File: config.mk
export PLATFORM = sky130hd
export DESIGN_NAME = bwbr_front
export DESIGN_NICKNAME = d
export VERILOG_FILES = /design/src/hdl/bwbr_pkg.sv /design/src/hdl/bwbr_front.sv
export SDC_FILE = /design/constraint.sdc
export NUM_CORES = 2
export LEC_CHECK = 0
export BUFFER_PORTS_ARGS = -buffer_cell sky130_fd_sc_hd__buf_2
export CAP_MARGIN = 20
export CELL_PAD_IN_SITES_DETAIL_PLACEMENT = 2
export CELL_PAD_IN_SITES_GLOBAL_PLACEMENT = 2
export CORE_UTILIZATION = 38
export DETAILED_ROUTE_END_ITERATION = 10
export GPL_TIMING_DRIVEN = 0
export PLACE_DENSITY = 0.81
export SETUP_SLACK_MARGIN = 0.5
export SLEW_MARGIN = 20
export SYNTH_ARGS = -nofsm -noshare
export SYNTH_HDL_FRONTEND = slang
export SYNTH_SLANG_ARGS = --single-unit
export TNS_END_PERCENT = 1
File: constraint.sdc
create_clock -name i_clk -period 7.47 [get_ports i_clk]
set_input_delay 1.1205 -clock i_clk [delete_from_list [all_inputs] [get_ports i_clk]]
set_output_delay 1.1205 -clock i_clk [all_outputs]
set_load 0.005 [all_outputs]
File: src/hdl/bwbr_pkg.sv
// Shared widths, register codes, reset values and the configuration bundle.
package bwbr_pkg;

    localparam int COORD_W = 12;
    localparam int SIZE_W  = 13;
    localparam int RAD_W   = 12;
    localparam int ORD_W   = 4;
    localparam int GAIN_W  = 17;
    localparam int SQ_W    = 2 * RAD_W;
    localparam int S_W     = SQ_W + 1;
    localparam int NUM_W   = S_W + SQ_W;
    localparam int DEN_W   = 2 * S_W;
    localparam int Q_W     = 32;
    localparam int FRAC_W  = 16;
    localparam int POW_N   = 15;

    localparam logic [Q_W-1:0] ONE_Q = Q_W'(1) << FRAC_W;

    localparam logic [2:0] REG_ROWS   = 3'd0;
    localparam logic [2:0] REG_COLS   = 3'd1;
    localparam logic [2:0] REG_RADIUS = 3'd2;
    localparam logic [2:0] REG_WIDTH  = 3'd3;
    localparam logic [2:0] REG_ORDER  = 3'd4;

    localparam logic [SIZE_W-1:0] RST_ROWS   = 13'd512;
    localparam logic [SIZE_W-1:0] RST_COLS   = 13'd512;
    localparam logic [RAD_W-1:0]  RST_RADIUS = 12'd150;
    localparam logic [RAD_W-1:0]  RST_WIDTH  = 12'd300;
    localparam logic [ORD_W-1:0]  RST_ORDER  = 4'd4;

    typedef struct packed {
        logic [SIZE_W-1:0] frame_rows;
        logic [SIZE_W-1:0] frame_cols;
        logic [SQ_W-1:0]   d0_sq;
        logic [SQ_W-1:0]   w_sq;
        logic [ORD_W-1:0]  order;
    } t_cfg;

endpackage

File: src/hdl/bwbr_front.sv
// Front stages: centre offsets, squared distance, ring offset, numerator and denominator.
module bwbr_front import bwbr_pkg::*; #(
    parameter int MAX_SIZE = 4096
) (
    input  logic               i_clk,
    input  logic               i_rst_n,
    input  logic               i_en,
    input  logic               i_vld,
    input  logic [COORD_W-1:0] i_row,
    input  logic [COORD_W-1:0] i_col,
    input  t_cfg               i_cfg,
    output logic               o_vld,
    output logic               o_zero,
    output logic [NUM_W-1:0]   o_num,
    output logic [DEN_W-1:0]   o_den
);

    localparam logic [16:0] MAX17 = 17'(MAX_SIZE);

    function automatic logic [COORD_W-1:0] centre(input logic [SIZE_W-1:0] size);
        logic [SIZE_W-1:0] sz;
        sz = ({4'b0, size} > MAX17) ? MAX17[SIZE_W-1:0] : size;
        return sz[SIZE_W-1:1];
    endfunction

    logic [COORD_W-1:0] cr, cc;
    logic [3:0]         r_vld;
    logic [COORD_W-1:0] r_ar, r_ac;
    logic [SQ_W-1:0]    r_sr, r_sc;
    logic [S_W-1:0]     r_s, r_diff;
    logic [S_W-1:0]     s_sum;

    assign cr    = centre(i_cfg.frame_rows);
    assign cc    = centre(i_cfg.frame_cols);
    assign s_sum = S_W'(r_sr) + S_W'(r_sc);

    always_ff @(posedge i_clk) begin
        if (!i_rst_n) begin
            r_vld <= '0;
        end else if (i_en) begin
            r_vld <= {r_vld[2:0], i_vld};
        end
    end

    always_ff @(posedge i_clk) begin
        if (i_en) begin
            r_ar   <= (i_row >= cr) ? i_row - cr : cr - i_row;
            r_ac   <= (i_col >= cc) ? i_col - cc : cc - i_col;
            r_sr   <= SQ_W'(r_ar) * SQ_W'(r_ar);
            r_sc   <= SQ_W'(r_ac) * SQ_W'(r_ac);
            r_s    <= s_sum;
            r_diff <= (s_sum >= S_W'(i_cfg.d0_sq)) ? s_sum - S_W'(i_cfg.d0_sq)
                                                   : S_W'(i_cfg.d0_sq) - s_sum;
            o_num  <= NUM_W'(r_s) * NUM_W'(i_cfg.w_sq);
            o_den  <= DEN_W'(r_diff) * DEN_W'(r_diff);
            o_zero <= (r_diff == '0);
        end
    end

    assign o_vld = r_vld[3];

endmodule

# Word level (Yosys, flattened, before mapping)
# Cells that the tools add are included.
[totals] output_inout_bits=101 inputBits=106 regBits=226 word_cells=32
[classes] n_addsub=7 magnitude_cmp=5 n_mux=5 n_mul=4 n_reduce_logical=1
[ops] cell="25-bit by 25-bit multiplier with 50-bit output" n=1
[ops] cell="25-bit by 24-bit multiplier with 49-bit output" n=1
[ops] cell="12-bit by 12-bit multiplier with 24-bit output" n=2
[ops] cell="12-bit subtractor" n=4
[ops] cell="13-bit greater-than comparator (second input constant)" n=2
[ops] cell="13-bit two-way mux" n=2
[ops] cell="24-bit by 24-bit adder with 25-bit output" n=1
[ops] cell="25-bit by 24-bit >= comparator with 1-bit output" n=1
[ops] cell="25-bit zero test" n=1
[ops] cell="25-bit two-way mux" n=1
[ops] cell="24-bit by 25-bit subtractor with 25-bit output" n=1
[ops] cell="25-bit by 24-bit subtractor with 25-bit output" n=1
[ops] cell="12-bit >= comparator" n=2
[ops] cell="12-bit two-way mux" n=2

# Logic depth before layout (Yosys ltp)
[logic_depth] ltp_word=4 depth_mapped=28 mapped_depth_nobuf=26

# Least setup slack after synthesis
# OpenSTA, ideal clock, no wires.
[synth_timing] path_kind="input-to-reg" start="input i_cfg[7] in the netlist's numbering" end="register o_num[36] (data pin)" arrival_ps=7269 path_stages=24 setup_time_ps=262 path_slack_ps=-60 path_cell_list="clkbuf_1 > nand2_1 > fa_1 > inv_1 > fa_1 > inv_1 > fa_1 > fa_1 > inv_1 > fa_1 > fa_1 > inv_1 > fa_1 > inv_1 > ha_1 > and4_1 > and3_1 > a22o_1 > a31o_2 > a211oi_2 > o21ai_1 > a221oi_2 > o21ai_1 > xor2_1"
[synth_via] elab_chain_cells=1
[synth_rtl] element="start: declaration" line_no="bwbr_front.sv:11" rtl="input t_cfg i_cfg,"
[synth_rtl] element="25-bit by 24-bit multiplier with 49-bit output" line_no="bwbr_front.sv:54" rtl="o_num <= NUM_W'(r_s) * NUM_W'(i_cfg.w_sq);"
[synth_rtl] element="end signal: assignment" line_no="bwbr_front.sv:54"
[synth_rtl] element="end: declaration" line_no="bwbr_front.sv:14" rtl="output logic [NUM_W-1:0] o_num,"
# No other way between the ends.
# A chain may end at the register's enable or synchronous reset.

# Worst setup path in the final report
[layout_timing] start="register r_s[12]" end="register o_num[48] (data pin)"
[layout_via] elab_chain_cells=1
[layout_rtl] element="start: declaration" line_no="bwbr_front.sv:30" rtl="logic [S_W-1:0] r_s, r_diff;"
[layout_rtl] element="start signal: assignment" line_no="bwbr_front.sv:51" rtl="r_s <= s_sum;"
[layout_rtl] element="25-bit by 24-bit multiplier with 49-bit output" line_no="bwbr_front.sv:54"
# No other way between the ends.

==> impl_metrics.csv <==
group,metric,value,unit
status,status,"complete, but fails checks",
status,violations,"negative setup slack",
cts,clk_pin_slew,0.09,ns
synthesis,syn-cell-area,57600,µm²
sta,finClkSkew,0.0597,ns
critical_path,cp_top_family,"adder cells",
sta,fin_setup_tns,-20.23,ns
route,viasPerCell,5.81,
layout,syn_to_final_growth,17.4,%
sta,slew_headroom,36.4,%
floorplan,die_h,391,µm
cts,clk_latency,0.69,ns
sta,timing_hold_violations_final,0,
cts,cts_max_level,2,
cts,clockBufferDepth,3,
critical_path,crit_type,"reg -> reg",
global_route,grtUsageTotal,33.9,%
synthesis,synth_cells,6110,
min_path,min_path_cells,2,
floorplan,start_util,38.4,%
route,vias,50241,
route,drc_errors,0,
route,wl_per_cell,34.0,µm
synthesis,synth-async-reset-ratio,0,%
critical_path,crit_fanout,7,
floorplan,die-area,153000,µm²
critical_path,r2r_end,"o_num[48]",
synthesis,ys_seq_area_share,11.6,%
sta,max_freq,119,MHz
critical_path,crit_required,7.92,ns
route,wl,294000,µm
global_route,grt_pass1_wl,381000,µm
synthesis,ys_ff_latch,223,
route,drtIter0Drc,4147,
floorplan,io_pins,207,
floorplan,core,150000,µm²
layout,fin_util,45.1,%
synthesis,synth.avg_cell_area,9.43,µm²
critical_path,endpoint_kind,"register",
critical_path,cpMaxStageDelayCell,"fa_1",
cts,clock_sinks,223,
layout,drive_above_1_share,14.7,%
global_route,overflow,0,
sta,post-route-min-period,8.40,ns
global_route,grt_start_max_net_pins,81,
layout,final-instance-count-excl-fill,8645,
critical_path,slowest_delay,0.69,ns
placed_design,port_buffers,199,
min_path,min_to,"r_vld[2]",
cts,numCtsBuffers,37,
critical_path,startpoint_type,"register",
cts,clockRootBuffer,"clkbuf_16",
sta,setup_slack,-0.932,ns
sta,timing.final.crit_share,112,%
critical_path,reg2reg_from,"r_s[12]",
global_route,grt_pass1_vias,58270,
layout,stdcell_area,67600,µm²
critical_path,cp_data_arrival_time,8.86,ns
route,ant_nets,0,
placed_design,dpl.cell_count,8327,
synthesis,synthFlopType,"edfxtp_1",
placed_design,place_congestion,0.928,
synthesis,synth_edf_count,219,
floorplan,die_x,391,µm
job,cap_viol_max_count,0,
critical_path,crit_top_cell,"fa_1",
min_path,min_path_type,"reg -> reg",
critical_path,critPathBufInv,7,
synthesis,yosysWarnings,0,
sta,setup_viol,41,
sta,slew_violations,0,
synthesis,synth_fp_nets,7938,
min_path,worstHoldStart,"r_vld[2]",
synthesis,synth_cell_types,98,
sta,tightest_slew,0.950,ns
critical_path,regToRegSetupSlack,-0.93,ns
cts,cts_tree,"yes",
placed_design,dp_hpwl,176000,µm
floorplan,rows,142,
global_route,antenna_found_initial,41,
route,drt_first_pass_iters,5,
layout,nets,8404,
sta,rsz0062_at_grt,"yes",
critical_path,reg2regPathDepth,25,
placed_design,placed_area,61500,µm²
==> registers in the layout, indices dropped and copies added (netlist names) <==
signal,cells
o_den,49
o_num,49
r_diff,25
r_s,25
r_sc,23
r_sr,23
r_ac,12
r_ar,12
r_vld,4
o_zero,1
==> logic make-up after synthesis <==
logic type | Yosys count | share of synthesized area [%]
buf+inv | 1805 | 12.0
other cells | 1 | 0.00651
simple gates | 1487 | 13.0
fa+ha+maj | 1722 | 52.2
compound gates | 615 | 7.22
flops | 223 | 11.6
mux | 50 | 0.882
xor+xnor | 207 | 3.15
==> synthesized netlist by cell type, types with 10 or more instances <==
cell type	n	area share, %
xnor2_1	139	2.1
nand2_1	590	3.8
o21ai_1	12	0.10
or2_2	10	0.11
and2_1	530	5.8
mux2i_1	44	0.76
a21oi_1	178	1.5
xor2_1	68	1.0
nor2_1	125	0.81
nor3_1	28	0.24
buf_2	14	0.12
o21bai_1	40	0.52
ha_1	589	13
edfxtp_1	219	11
inv_1	1579	10
a31oi_1	23	0.25
and3_1	23	0.25
nand4_1	22	0.24
a211oi_1	20	0.26
clkbuf_1	194	1.3
nor2b_1	53	0.58
or3_1	12	0.13
o211ai_1	14	0.18
o21ai_0	78	0.68
a21o_1	97	1.3
o21a_1	30	0.39
fa_1	1133	39
nand2b_1	21	0.23
nand3_1	36	0.31
a211o_1	12	0.18
==> worst max path at each step <==
stage / start / endpoint / slack (ns) / cells past startpoint
after floorplan: i_cfg[7] / o_num[48] / 0.25 / 24
after global placement: r_diff[3] / o_den[48] / -2.00 / 27
after detailed placement: r_diff[3] / o_den[48] / -2.21 / 27
after CTS: r_diff[9] / o_den[45] / 0.15 / 24
after global routing: r_s[12] / o_num[48] / -0.92 / 25
final: r_s[12] / o_num[48] / -0.93 / 25
==> worst reg2reg max path, stage by stage (launching register included) <==
cell and delay, ns:
edfxtp_1 0.65, buf_8 0.19, buf_12 0.12, buf_4 0.13, nand2_1 0.34, fa_1 0.70
fa_1 0.46, fa_1 0.43, inv_1 0.43, fa_1 0.58, fa_1 0.62, fa_1 0.44
fa_1 0.46, ha_1 0.29, clkbuf_2 0.19, nand4_1 0.26, nor2_4 0.07, a221oi_2 0.29
o21ai_2 0.12, buf_4 0.18, o41ai_4 0.40, buf_4 0.23, o31ai_4 0.10, a221o_1 0.32
a21oi_2 0.13, xnor2_1 0.07
==> what timing repair did <==
action	in CTS	in global routing
pin swaps	93	64
buffers inserted	179	47
setup endpoints to repair	68	58
hold buffers	0	0
resized for setup	632	165
==> placed cells by master, fill, tap and decap left out, types with 70 or more instances in the layout <==
master        n
inv_1      1551
fa_1       1092
ha_1        567
nand2_1     565
and2_1      504
buf_4       226
edfxtp_1    219
buf_2       183
a21oi_1     150
xnor2_1     134
nor2_1      114
a21o_1       95
clkbuf_16    75
o21ai_0      70
==> per-layer routing <==
layer / routed length [µm] / global-route usage (%) / vias up
met5: 191 / 0 / -
met4: 30600 / 23.5 / 24
met3: 25200 / 6.38 / 1811
met2: 140000 / 59.6 / 3246
met1: 98700 / 36.7 / 25699
li1: - / - / 19461
==> per-stage QoR <==
stage / hold WS, ns / setup WS (ns)
finish: 0.513 / -0.932
global route: 0.547 / -0.916
CTS: 0.523 / 0.149
detailed placement: 0.508 / -2.21
global placement: 0.499 / -2.00
floorplan: 0.424 / 0.250
==> layout make-up <==
class / instances / area [µm²]
timing repair buffer: 427 / 3120
sequential: 223 / 6660
fill: 15781 / 82500
clock inverter: 23 / 277
multi-input combinational: 4082 / 45400
clock buffer: 45 / 956
tap: 2016 / 2520
buffer: 225 / 2720
inverter: 1580 / 5970
antenna: 24 / 60.1
Power is left out: the tool's default activity adds up to more than one toggle a clock period on the data nets, which glitch-free logic cannot reach.
